**src/ptst_pkg.sv**
```systemverilog
// ----------------------------------------------------------------------------
// Timer slot table package
// Words, operation codes, controller states and the command and status
// bundles shared by the controller and the datapath.
// ----------------------------------------------------------------------------
package ptst_pkg;

    typedef logic [2:0] t_op;

    localparam t_op OP_REGISTER   = 3'd0;
    localparam t_op OP_UNREGISTER = 3'd1;
    localparam t_op OP_RESERVE    = 3'd2;
    localparam t_op OP_RUN_ONCE   = 3'd3;
    localparam t_op OP_SCAN       = 3'd4;

    // Most slots that one scan may fire.
    localparam int MAX_FIRES = 16;
    localparam int FIRE_W    = $clog2(MAX_FIRES + 1);

    localparam logic [15:0] MIN_INTERVAL_RESET = 16'd10;

    typedef struct packed {
        t_op         operation;
        logic [3:0]  slot_id;
        logic [31:0] period_ms;
        logic [15:0] loop_count;
        logic        repeat_forever;
        logic [31:0] now_ms;
    } t_in_word;

    typedef struct packed {
        logic       status;
        logic [3:0] result_id;
        logic       fired;
        logic       slot_freed;
        logic       last;
    } t_out_word;

    typedef enum logic [2:0] {
        ST_IDLE,
        ST_SEARCH,
        ST_SCAN_RD,
        ST_SCAN_EVAL,
        ST_SCAN_END
    } t_state;

    // Commands from the controller to the datapath.
    typedef struct packed {
        logic load;
        logic single;
        logic search_step;
        logic scan_eval;
        logic scan_finish;
    } t_dp_cmd;

    // Status from the datapath to the controller.
    typedef struct packed {
        logic need_search;
        logic is_scan;
        logic free_hit;
        logic idx_last;
        logic fires_full;
    } t_dp_stat;

endpackage

```
**src/ptst_ctrl.sv**
```systemverilog
// ----------------------------------------------------------------------------
// Timer slot table controller
// Sequences operations finished in the accepting cycle, the free-slot search and the slot scan.
// ----------------------------------------------------------------------------
module ptst_ctrl
    import ptst_pkg::*;
(
    input  logic     i_clk,
    input  logic     i_rst_n,
    input  logic     i_start,
    input  t_dp_stat i_stat,
    output logic     o_busy,
    output t_dp_cmd  o_cmd
);

    t_state r_state;
    t_state n_state;

    always_ff @(posedge i_clk) begin
        if (!i_rst_n) begin
            r_state <= ST_IDLE;
        end else begin
            r_state <= n_state;
        end
    end

    always_comb begin
        n_state = r_state;
        case (r_state)
            ST_IDLE: begin
                if (i_start) begin
                    if (i_stat.need_search) begin
                        n_state = ST_SEARCH;
                    end else if (i_stat.is_scan) begin
                        n_state = ST_SCAN_RD;
                    end
                end
            end
            ST_SEARCH: begin
                if (i_stat.free_hit || i_stat.idx_last) begin
                    n_state = ST_IDLE;
                end
            end
            ST_SCAN_RD: begin
                n_state = ST_SCAN_EVAL;
            end
            ST_SCAN_EVAL: begin
                if (i_stat.idx_last || i_stat.fires_full) begin
                    n_state = ST_SCAN_END;
                end else begin
                    n_state = ST_SCAN_RD;
                end
            end
            ST_SCAN_END: begin
                n_state = ST_IDLE;
            end
            default: begin
                n_state = ST_IDLE;
            end
        endcase
    end

    always_comb begin
        o_cmd  = '0;
        o_busy = 1'b1;
        case (r_state)
            ST_IDLE: begin
                o_busy     = 1'b0;
                o_cmd.load = i_start;
                o_cmd.single = i_start && !i_stat.need_search && !i_stat.is_scan;
            end
            ST_SEARCH: begin
                o_cmd.search_step = 1'b1;
            end
            ST_SCAN_RD: begin
            end
            ST_SCAN_EVAL: begin
                o_cmd.scan_eval = 1'b1;
            end
            ST_SCAN_END: begin
                o_cmd.scan_finish = 1'b1;
            end
            default: begin
                o_busy = 1'b0;
            end
        endcase
    end

endmodule

```
**src/ptst_dp.sv**
```systemverilog
// ----------------------------------------------------------------------------
// Timer slot table datapath
// Slot flag registers, period/base/loop memories, slot index, fire counter,
// pending scan result and the result register.
// ----------------------------------------------------------------------------
module ptst_dp
    import ptst_pkg::*;
#(
    parameter int NUM_SLOTS = 16,
    parameter int IDX_W     = 4
) (
    input  logic        i_clk,
    input  logic        i_rst_n,
    input  t_in_word    i_word,
    input  logic [15:0] i_min_interval,
    input  t_dp_cmd     i_cmd,
    output t_dp_stat    o_stat,
    output logic        o_valid,
    output t_out_word   o_word
);

    localparam logic [IDX_W-1:0] LAST_IDX = IDX_W'(NUM_SLOTS - 1);
    localparam logic [8:0]       NSLOT_9  = 9'(NUM_SLOTS);

    // Flag registers, cleared by reset.
    logic [NUM_SLOTS-1:0] r_used, n_used;
    logic [NUM_SLOTS-1:0] r_armed, n_armed;
    logic [NUM_SLOTS-1:0] r_forever, n_forever;

    // Per-slot memories, undefined until written.
    logic [31:0] r_period_mem [NUM_SLOTS];
    logic [31:0] r_base_mem   [NUM_SLOTS];
    logic [15:0] r_loops_mem  [NUM_SLOTS];
    logic [31:0] r_rd_period;
    logic [31:0] r_rd_base;
    logic [15:0] r_rd_loops;

    logic [IDX_W-1:0]  r_idx, n_idx;
    logic [FIRE_W-1:0] r_fires, n_fires;
    t_in_word          r_item;
    t_out_word         r_pend, n_pend;
    logic              r_pend_valid, n_pend_valid;
    logic              r_out_valid, n_out_valid;
    t_out_word         r_out, n_out;

    // Memory write port.
    logic             we_period, we_base, we_loops;
    logic [IDX_W-1:0] waddr;
    logic [31:0]      wd_period, wd_base;
    logic [15:0]      wd_loops;

    // Index helpers.
    logic [IDX_W+3:0] idx_wide;
    logic [IDX_W+3:0] id_wide;
    logic [IDX_W-1:0] id_idx;
    logic [3:0]       rid;
    logic             id_ok;

    logic        period_ok_in, period_ok_item;
    logic        reg_ok, unreg_ok;
    logic        free_now, armed_now, fire;
    logic [31:0] elapsed;
    logic [15:0] loops_dec;
    logic        freed;
    t_out_word   fire_word;

    assign idx_wide = {4'b0000, r_idx};
    assign rid      = idx_wide[3:0];
    assign id_wide  = {{IDX_W{1'b0}}, i_word.slot_id};
    assign id_idx   = id_wide[IDX_W-1:0];
    assign id_ok    = ({5'b00000, i_word.slot_id} < NSLOT_9);

    assign period_ok_in   = (i_word.period_ms >= {16'h0000, i_min_interval});
    assign period_ok_item = (r_item.period_ms >= {16'h0000, i_min_interval});

    assign reg_ok = id_ok && period_ok_in
                 && ((i_word.loop_count != 16'h0000) || i_word.repeat_forever)
                 && !r_used[id_idx];
    assign unreg_ok = id_ok && r_used[id_idx];

    assign free_now  = !r_used[r_idx];
    assign armed_now = r_used[r_idx] && r_armed[r_idx];
    assign elapsed   = r_item.now_ms - r_rd_base;
    assign fire      = armed_now && (elapsed >= r_rd_period);
    assign loops_dec = r_rd_loops - 16'd1;
    assign freed     = !r_forever[r_idx] && (loops_dec == 16'h0000);

    always_comb begin
        fire_word            = '0;
        fire_word.result_id  = rid;
        fire_word.fired      = 1'b1;
        fire_word.slot_freed = freed;
    end

    assign o_stat.need_search = (i_word.operation == OP_RESERVE)
                             || ((i_word.operation == OP_RUN_ONCE) && period_ok_in);
    assign o_stat.is_scan    = (i_word.operation == OP_SCAN);
    assign o_stat.free_hit   = free_now;
    assign o_stat.idx_last   = (r_idx == LAST_IDX);
    assign o_stat.fires_full = fire && (r_fires == FIRE_W'(MAX_FIRES - 1));

    always_comb begin
        n_used       = r_used;
        n_armed      = r_armed;
        n_forever    = r_forever;
        n_idx        = r_idx;
        n_fires      = r_fires;
        n_pend       = r_pend;
        n_pend_valid = r_pend_valid;
        n_out_valid  = 1'b0;
        n_out        = r_out;
        we_period    = 1'b0;
        we_base      = 1'b0;
        we_loops     = 1'b0;
        waddr        = r_idx;
        wd_period    = r_item.period_ms;
        wd_base      = r_item.now_ms;
        wd_loops     = 16'd1;

        if (i_cmd.load) begin
            n_idx        = '0;
            n_fires      = '0;
            n_pend_valid = 1'b0;
        end

        if (i_cmd.single) begin
            n_out_valid = 1'b1;
            n_out       = '0;
            n_out.last  = 1'b1;
            n_out.status = 1'b1;
            if (i_word.operation == OP_REGISTER) begin
                if (reg_ok) begin
                    n_out.status      = 1'b0;
                    n_used[id_idx]    = 1'b1;
                    n_armed[id_idx]   = 1'b1;
                    n_forever[id_idx] = i_word.repeat_forever;
                    we_period = 1'b1;
                    we_base   = 1'b1;
                    we_loops  = 1'b1;
                    waddr     = id_idx;
                    wd_period = i_word.period_ms;
                    wd_base   = i_word.now_ms;
                    wd_loops  = i_word.loop_count;
                end
            end else if (i_word.operation == OP_UNREGISTER) begin
                if (unreg_ok) begin
                    n_out.status    = 1'b0;
                    n_used[id_idx]  = 1'b0;
                    n_armed[id_idx] = 1'b0;
                end
            end
        end

        if (i_cmd.search_step) begin
            if (free_now) begin
                n_out_valid     = 1'b1;
                n_out           = '0;
                n_out.result_id = rid;
                n_out.last      = 1'b1;
                n_used[r_idx]   = 1'b1;
                if (r_item.operation == OP_RUN_ONCE && period_ok_item) begin
                    n_armed[r_idx]   = 1'b1;
                    n_forever[r_idx] = 1'b0;
                    we_period = 1'b1;
                    we_base   = 1'b1;
                    we_loops  = 1'b1;
                end else begin
                    n_armed[r_idx] = 1'b0;
                end
            end else begin
                if (r_idx == LAST_IDX) begin
                    n_out_valid  = 1'b1;
                    n_out        = '0;
                    n_out.status = 1'b1;
                    n_out.last   = 1'b1;
                end
                n_idx = r_idx + IDX_W'(1);
            end
        end

        if (i_cmd.scan_eval) begin
            n_idx = r_idx + IDX_W'(1);
            if (fire) begin
                // The earlier fire is known now not to be the final result.
                if (r_pend_valid) begin
                    n_out_valid = 1'b1;
                    n_out       = r_pend;
                end
                n_pend       = fire_word;
                n_pend_valid = 1'b1;
                n_fires      = r_fires + FIRE_W'(1);
                if (freed) begin
                    n_used[r_idx]  = 1'b0;
                    n_armed[r_idx] = 1'b0;
                end else begin
                    we_base = 1'b1;
                    wd_base = r_rd_base + r_rd_period;
                    if (!r_forever[r_idx]) begin
                        we_loops = 1'b1;
                        wd_loops = loops_dec;
                    end
                end
            end
        end

        if (i_cmd.scan_finish) begin
            n_out_valid = 1'b1;
            if (r_pend_valid) begin
                n_out      = r_pend;
                n_out.last = 1'b1;
            end else begin
                n_out      = '0;
                n_out.last = 1'b1;
            end
            n_pend_valid = 1'b0;
        end
    end

    always_ff @(posedge i_clk) begin
        if (!i_rst_n) begin
            r_used       <= '0;
            r_armed      <= '0;
            r_forever    <= '0;
            r_idx        <= '0;
            r_fires      <= '0;
            r_pend_valid <= 1'b0;
            r_out_valid  <= 1'b0;
        end else begin
            r_used       <= n_used;
            r_armed      <= n_armed;
            r_forever    <= n_forever;
            r_idx        <= n_idx;
            r_fires      <= n_fires;
            r_pend_valid <= n_pend_valid;
            r_out_valid  <= n_out_valid;
        end
    end

    always_ff @(posedge i_clk) begin
        r_pend <= n_pend;
        r_out  <= n_out;
        if (i_cmd.load) begin
            r_item <= i_word;
        end
    end

    always_ff @(posedge i_clk) begin
        if (we_period) begin
            r_period_mem[waddr] <= wd_period;
        end
        if (we_base) begin
            r_base_mem[waddr] <= wd_base;
        end
        if (we_loops) begin
            r_loops_mem[waddr] <= wd_loops;
        end
        r_rd_period <= r_period_mem[r_idx];
        r_rd_base   <= r_base_mem[r_idx];
        r_rd_loops  <= r_loops_mem[r_idx];
    end

    assign o_valid = r_out_valid;
    assign o_word  = r_out;

endmodule

```
**src/periodic_timer_slot_table_unit.sv**
```systemverilog
// ----------------------------------------------------------------------------
// Periodic timer slot table
// A table of timer slots with register, unregister, reserve, run-once and
// scan operations, driven by a command channel and an APB-style port.
// ----------------------------------------------------------------------------
// A command word is taken at a rising edge where start is high and busy is
// low. Every result word appears on o_result for exactly one cycle, marked by
// o_result_valid; the receiver cannot stall, so nothing waits for it.
// Register, unregister, unknown codes and a run-once with a short period are
// handled in the accepting cycle: the result shows in the next cycle and busy
// stays low, so a new command may follow at once.
// Reserve and run-once search the slots one per cycle from slot zero; the
// search walks the slot flag registers.
// A scan visits each slot with a memory read, then the elapsed-time compare
// and write-back, and ends with a state that releases the last result. The
// slot memories have a single registered read port.
// Fired slots are held back in a pending register so that the final one carries last.
// Reset clears every slot's used, armed and forever flags and sets the
// minimum interval to ten; period, base and loop memories need no clearing.
// The minimum interval is written at byte address 0 and reads back there.
// ----------------------------------------------------------------------------
module periodic_timer_slot_table_unit
    import ptst_pkg::*;
#(
    parameter int NUM_SLOTS = 16
) (
    input  logic        i_clk,
    input  logic        i_rst_n,
    input  logic        start,
    output logic        busy,
    input  t_in_word    i_cmd,
    output logic        o_result_valid,
    output t_out_word   o_result,
    input  logic        psel,
    input  logic        penable,
    input  logic        pwrite,
    input  logic [2:0]  paddr,
    input  logic [31:0] pwdata,
    output logic [31:0] prdata,
    output logic        pready
);

    localparam int IDX_W = (NUM_SLOTS > 1) ? $clog2(NUM_SLOTS) : 1;

    logic [15:0] r_min_interval;
    t_dp_cmd     dp_cmd;
    t_dp_stat    dp_stat;
    logic        cfg_write;

    // Register 0 occupies the lower word; the upper word holds nothing.
    assign pready    = 1'b1;
    assign cfg_write = psel && penable && pwrite && pready && !paddr[2];
    assign prdata    = paddr[2] ? 32'h0000_0000 : {16'h0000, r_min_interval};

    always_ff @(posedge i_clk) begin
        if (!i_rst_n) begin
            r_min_interval <= MIN_INTERVAL_RESET;
        end else if (cfg_write) begin
            r_min_interval <= pwdata[15:0];
        end
    end

    ptst_ctrl u_ctrl (
        .i_clk   (i_clk),
        .i_rst_n (i_rst_n),
        .i_start (start),
        .i_stat  (dp_stat),
        .o_busy  (busy),
        .o_cmd   (dp_cmd)
    );

    ptst_dp #(
        .NUM_SLOTS (NUM_SLOTS),
        .IDX_W     (IDX_W)
    ) u_dp (
        .i_clk          (i_clk),
        .i_rst_n        (i_rst_n),
        .i_word         (i_cmd),
        .i_min_interval (r_min_interval),
        .i_cmd          (dp_cmd),
        .o_stat         (dp_stat),
        .o_valid        (o_result_valid),
        .o_word         (o_result)
    );

endmodule

```
**config.mk**
```make
export PLATFORM = sky130hd
export DESIGN_NAME = periodic_timer_slot_table_unit
export DESIGN_NICKNAME = d
export VERILOG_FILES = /design/src/ptst_pkg.sv /design/src/ptst_ctrl.sv /design/src/ptst_dp.sv /design/src/periodic_timer_slot_table_unit.sv
export SDC_FILE = /design/constraint.sdc
export NUM_CORES = 2
export LEC_CHECK = 0
export BUFFER_PORTS_ARGS = -buffer_cell sky130_fd_sc_hd__buf_4
export CAP_MARGIN = 10
export CORE_MARGIN = 3
export CORE_UTILIZATION = 50
export DETAILED_ROUTE_END_ITERATION = 10
export HOLD_SLACK_MARGIN = 0.03
export MAX_ROUTING_LAYER = met4
export PLACE_DENSITY = 0.66
export SKIP_CTS_REPAIR_TIMING = 1
export SLEW_MARGIN = 10
export SYNTH_ARGS = -nofsm -noshare
export SYNTH_HDL_FRONTEND = slang
export SYNTH_HIERARCHICAL = 1
export SYNTH_SLANG_ARGS = --single-unit
```
**constraint.sdc**
```tcl
create_clock -name i_clk -period 8.75 [get_ports i_clk]
set_input_delay 0.4375 -clock i_clk [delete_from_list [all_inputs] [get_ports i_clk]]
set_output_delay 0.4375 -clock i_clk [all_outputs]
set_load 0.05 [all_outputs]
```
=== Yosys cells after proc, flatten, opt, wreduce, memory -nomap -nowiden ===
Memories as Yosys holds them, arrays and structs flattened. A register that Yosys moved wholly into a read port is not among the register bits.
Cells that the tools add are included.

* Bits in writable memories: 1280
* Latch bits: 0
* Bits in registers: 158
* Memories kept: 3
* Input port bits: 129
* Bits in read-only memories: 0
* Output and inout port bits: 43

{| class="wikitable"
|+ Memory list
! name !! words !! width !! read ports !! clocked after Yosys merged registers in !! write ports !! line !! source
|-
| u_dp.r_base_mem || 16 || 32 || 1 || 1 || 1 || ptst_dp.sv:32 || <nowiki>logic [31:0] r_base_mem [NUM_SLOTS];</nowiki>
|-
| u_dp.r_period_mem || 16 || 32 || 1 || 1 || 1 || ptst_dp.sv:31 || <nowiki>logic [31:0] r_period_mem [NUM_SLOTS];</nowiki>
|-
| u_dp.r_loops_mem || 16 || 16 || 1 || 1 || 1 || ptst_dp.sv:33 || <nowiki>logic [15:0] r_loops_mem [NUM_SLOTS];</nowiki>
|}

* Equal/unequal tests: 14
* Bitwise gates (word level): 13
* Reduce and logical (&&, ||, !) cells: 33
* $lt $le $gt $ge: 7
* Shift-type cells: 0
* Mux-type cells: 121
* Add/subtract/negate cells: 5
* Multipliers: 0
* Divide/modulo/power cells: 0

{| class="wikitable"
|+ Operator list
! operator !! number
|-
| $mux W16 || 35
|-
| $mux W32 || 9
|-
| $and A16 B16 Y16 || 6
|-
| $ge A32 B16 Y1 || 2
|-
| $mux W8 || 8
|-
| $or A16 B16 Y16 || 4
|-
| $mux W1 || 44
|-
| $add A32 B32 Y32 || 1
|-
| $ge A32 B32 Y1 || 1
|-
| $not A16 Y16 || 2
|-
| $sub A32 B32 Y32 || 1
|-
| $mux W4 || 7
|-
| $bmux W1 S4 || 4
|-
| $bwmux W16 || 1
|-
| $logic_not A16 Y1 || 1
|-
| $reduce_bool A16 Y1 || 1
|-
| $sub A16 B1 Y16 const B || 1
|-
| $eq A3 B2 Y1 const B || 5
|-
| $logic_and A1 B1 Y1 || 15
|-
| $mux W3 || 5
|-
| $mux W5 || 3
|-
| $pmux W3 S4 || 1
|-
| $lt A4 B5 Y1 const B || 2
|-
| $demux W1 S4 || 2
|-
| other kinds (20) || 32
|}

=== Depth between registers and ports, before layout ===
* Depth in word-level cells: 18
* Depth in mapped cells: 26
* Mapped depth without buffers: 24

=== Hierarchy ===
The synthesis kept the hierarchy.

{| class="wikitable"
|+ By module, submodules not included
! module !! area each (sq um) !! instances !! cells each
|-
| ptst_dp || 62342.3 || 1 || 3475
|-
| periodic_timer_slot_table_unit || 917.1 || 1 || 106
|-
| ptst_ctrl || 193.9 || 1 || 23
|}

=== Least setup slack after synthesis ===
Ideal clock, no wire load.

* Kind: reg2reg
* Start: register u_dp/r_item[0] in the netlist's numbering
* End: memory u_dp.r_base_mem[10][0], enable pin
* Path buffers: 2
* Data arrival time: 5637 ps
* Setup time: 421 ps
* Required time: 8329 ps
* Path slack: 2692 ps
* Stages on the path, launching flop included: 25
* Cells stage by stage: edfxtp_1 inv_1 ha_1 inv_1 fa_1 a211oi_1 nor2_1 nand2b_1 a221oi_1 o31ai_1 a21oi_1 a21oi_1 a21o_1 a21oi_1 xnor2_1 ha_1 nand4_1 or2_2 o221ai_1 a21oi_1 nor3_2 buf_4 nor3_4 buf_2 nor2_1

* Longest elaborated chain between the ends: 7

{| class="wikitable"
|+ RTL lines
! item !! line !! source
|-
| from (decl) || ptst_dp.sv:40 || <nowiki>t_in_word r_item;</nowiki>
|-
| from (signal assigned) || ptst_dp.sv:243 || <nowiki>r_item <= i_word;</nowiki>
|-
| $sub A32 B32 Y32 || ptst_dp.sv:83 || <nowiki>assign elapsed = r_item.now_ms - r_rd_base;</nowiki>
|-
| $ge A32 B32 Y1 || ptst_dp.sv:84 || <nowiki>assign fire = armed_now && (elapsed >= r_rd_period);</nowiki>
|-
| $logic_and A1 B1 Y1 || ptst_dp.sv:84 ||
|-
| $mux W1 || ptst_dp.sv:183 || <nowiki>if (fire) begin</nowiki>
|-
| $mux W1 || ptst_dp.sv:181 || <nowiki>if (i_cmd.scan_eval) begin</nowiki>
|-
| $mux W1 || ptst_dp.sv:251 || <nowiki>if (we_base) begin</nowiki>
|-
| $mux W1 (implied by the code) || ptst_dp.sv:252 || <nowiki>r_base_mem[waddr] <= wd_base;</nowiki>
|-
| to (decl) || ptst_dp.sv:32 ||
|}

No other way between the ends.

=== Final worst setup path ===
* Start: register u_dp/r_item[1] in the netlist's numbering
* End: memory u_dp.r_loops_mem[1][15], data pin

* Longest elaborated chain between the ends: 5

{| class="wikitable"
|+ RTL lines
! item !! line !! source
|-
| $sub A32 B32 Y32 || ptst_dp.sv:83 ||
|-
| $ge A32 B32 Y1 || ptst_dp.sv:84 ||
|-
| $logic_and A1 B1 Y1 || ptst_dp.sv:84 ||
|-
| $mux W16 || ptst_dp.sv:183 ||
|-
| $mux W16 || ptst_dp.sv:181 ||
|-
| via u_dp.wd_loops[15] || ptst_dp.sv:50 || <nowiki>logic [15:0] wd_loops;</nowiki>
|-
| to (decl) || ptst_dp.sv:33 ||
|}

The timed path passes the listed nets, and every way through them passes these cells.

==> results.md <==
* Achievable Freq at roughly 0.14 GHz
* Dpl hpwl at 89000 um
* Hold path cells at 3
* Rows at 130
* Worst-skew pair later-pin latency at 0.75 ns
* Setup Skew at around 0.032 ns
* GP Congestion at 0.886
* CP required at between 9 and 10 ns
* Final Cycle Share at roughly 83%
* Int Pwr at between 10000 and 15000 uW
* Core box area at around 130000 um^2
* Proportion of layout cells with a drive suffix above 1 at around a quarter
* Initial antenna violation count at 7
* Sum Neg Setup Slack at 0 ns
* Switch share at 21.3%
* DRC viols at 0
* Critical Path End Type: register
* R2R depth at 21
* Top post-synthesis cells by area: edfxtp_1 (64%), mux4_2 (15%), dfxtp_1 (5.2%)
* R2R Path End: u_dp/r_loops_mem[1][15]
* Avg Cell Area, Syn at 17.6 um^2
* Die Span Y at 362 um
* Max FO, Critical Path at 25
* Mapped Cells at 3604
* Final WL at 152000 um
* Post-synthesis sequential area ratio at 69.2%
* Reg-to-reg slack, setup at 1.48 ns
* Vias at 34300
* Die Wd at 362 um
* Vias in the first global route at approximately 34000
* Drt pass-1 iters at 6
* GRT overflow at 0
* Top-Level Pins at around 170
* DRT iter0 DRCs at roughly 3700
* # setup viols final at 0
* Arrival time worst endpoint at about 7.7 ns
* CTS sink count at 1518
* TritonCTS buffer count at 156
* PwrDens at 212 nW/um^2
* Final worst path period need at 7.27 ns
* Max VDD drop at 270 uV
* CTS clk-pin slew, worst paths at 0.06 ns
* CTS root buf: clkbuf_16
* Status: completed
* Max clock buf depth at 3
* HP Class: primary input to register
* Final Hold Vio Count at 0
* Post-synth EDFFs at 1352
* Hold Crit Start: i_cmd[32]
* Synth Register Bits at 1518
* Max transition margin at 17.2%
* CP Class: register to register
* Nets at ~4200
* WL/cell at 26.7 um
* Main synth FF type: edfxtp_1
* Total Routing Usage GR at 24.0%
* Clock share of power at between 40% and 50%
* Post-route ant nets at 0
* Hold EP: u_dp/r_forever[11]
* Initial Util at around 50%
* Top cell type by total area after synthesis: edfxtp_1
* DR vias/cell at 6.01
* Power Total at 15400 uW
* Gate power share at 5.5%
* PortBufs at 136
* Die Area at 131000 um^2
* Slew Limit Fails at 0
* Commonest non-fill, non-tap cells in the layout: edfxtp_1 (1352), mux4_2 (419), nand2_1 (297)
* R2r startpoint: u_dp/r_item[1]
* H-tree Lvls at 4
* Worst Tran Pin Value at 1.24 ns
* Area Growth Syn to Fin at 14.7%
* Ys async rst share at 0%
* Synthesis Warnings at 6
* Static Leak at around 0.024 uW
* CTS tree: built
* Max-Cap Viols at 0
* Startpoint Class: register
* Pin count of the biggest net entering global routing at around 150
* Mapped cell area at 63500 um^2
* Post-synth top area share at 64.0%
* First-pass GRT wire length at 225000 um
* Part of the power in registers at between 50% and 60%
* Post-synth cell types at 80
* Sw power at approximately 3300 uW
* Most common cell after layout, fill and taps aside: edfxtp_1
* Unrepaired setup endpoints after global routing: no
-- synth_stat cells (all sizes together) (3+ instances only) --
library cell and n:
mux4 419, o211ai 6, a211o 3, a21o 54, and2b 6, o2111ai 3
buf 78, mux2i 58, xnor2 36, nand2b 15, o31ai 3, a21oi 101
edfxtp 1352, or2 5, a31o 4, a22o 10, xor2 28, or3 11
o21a 15, nor4 15, nor2b 33, a31oi 35, a211oi 10, and3 17
o21ai 148, clkbuf 106, inv 111, or4 3, nand4 26, a21boi 22
nor3 35, and4 3, and2 11, o211a 3, nand2 297, nand3 36
ha 134, dfxtp 166, mux2 3, o21bai 5, nor3b 8, nor2 141
-- worst max path at each step --
stage	start	to	slack (ns)
floorplan	u_dp/r_item[0]	u_dp/r_base_mem[10][0]	2.69
global placement	u_dp/r_item[0]	u_dp/r_loops_mem[14][2]	1.69
CTS	u_dp/r_item[1]	u_dp/r_loops_mem[7][2]	1.58
global route	u_dp/r_item[0]	u_dp/r_loops_mem[13][2]	0.89
finish	u_dp/r_item[1]	u_dp/r_loops_mem[1][15]	1.48
detailed placement	u_dp/r_item[1]	u_dp/r_loops_mem[15][2]	1.57
-- routing by layer --
metal  vias to the layer above  part of all wire, %  wire [um]  GRT usage (%)
met3                       245                  6.9      10500           4.05
li1                      15000                    -          -              -
met5                         -                    0          0              -
met1                     17700                   43      65700           33.9
met2                      1326                   48      72400           36.6
met4                         0                  2.5       3790           6.93
-- final cells by class --
type / instances / area (um^2)
Sequential cell: 1518 / 43900
Antenna cell: 7 / 17.5
Clock buffer: 198 / 4190
Inverter: 111 / 417
Timing Repair Buffer: 328 / 2690
Fill cell: 9316 / 53000
Clock inverter: 88 / 850
Multi-Input combinational cell: 1806 / 18600
Tap cell: 1650 / 2060
-- flip-flops by register name (all words and copies together), names as in the netlist --
signal,cells
u_ctrl/r_state,3
u_dp/r_rd_period,32
u_dp/r_armed,16
u_dp/r_pend,5
u_dp/r_rd_base,32
u_dp/r_pend_valid,1
u_dp/r_fires,5
u_dp/r_loops_mem,256
u_dp/o_word,8
u_dp/r_base_mem,512
u_dp/o_valid,1
u_dp/r_idx,4
u_dp/r_rd_loops,16
u_dp/r_item,67
u_dp/r_forever,16
u_dp/r_used,16
r_min_interval,16
u_dp/r_period_mem,512
-- power groups by stage --
stage / logic (uW) / registers [uW] / clock network (uW)
after floorplan: 532 / 8170 / 0
after global placement: 799 / 8180 / 0
after detailed placement: 816 / 8190 / 0
after CTS: 819 / 8030 / 6670
after global routing: 937 / 8040 / 6950
final: 855 / 8030 / 6530
-- logic make-up after synthesis --
family / after synthesis / synth area share [%]
flops: 1518 / 69.2
simple gates: 667 / 5.03
mux: 480 / 15.8
compound gates: 442 / 4.29
xor+xnor: 64 / 0.883
fa+ha+maj: 136 / 2.71
other cells: 2 / 0.0118
buf+inv: 295 / 2.02
-- through the flow --
step                      hold slack [ns]  instance area, um^2  utilization (%)  setup slack, ns  cells
after floorplan                     0.406                63500                -             2.69   3619
after global placement              0.446                66900             53.2             1.69   5329
after detailed placement            0.450                66900             53.2             1.57   5329
after CTS                          -0.183                71900             57.2             1.58   5615
after global routing                0.132                72800             57.9            0.886   5706
final                               0.145                72800             57.9             1.48   5706
-- worst max-delay path: stages (launching register included) --
cell,delay (ns)
edfxtp_1,0.43
ha_1,0.30
nor2b_1,0.14
o31a_1,0.31
o311ai_0,0.78
a211o_1,0.25
a31oi_1,0.12
o21ai_0,0.23
a21boi_0,0.18
a31oi_1,0.28
mux2i_1,0.11
a211o_1,0.24
ha_1,0.30
nand4_1,0.12
or2_2,0.32
o221ai_1,0.19
a21oi_1,0.07
buf_4,0.20
nor2_2,0.56
and3b_1,0.43
buf_4,0.36
mux2i_1,0.95
No activity file was read; power rests on OpenSTA's default activity.
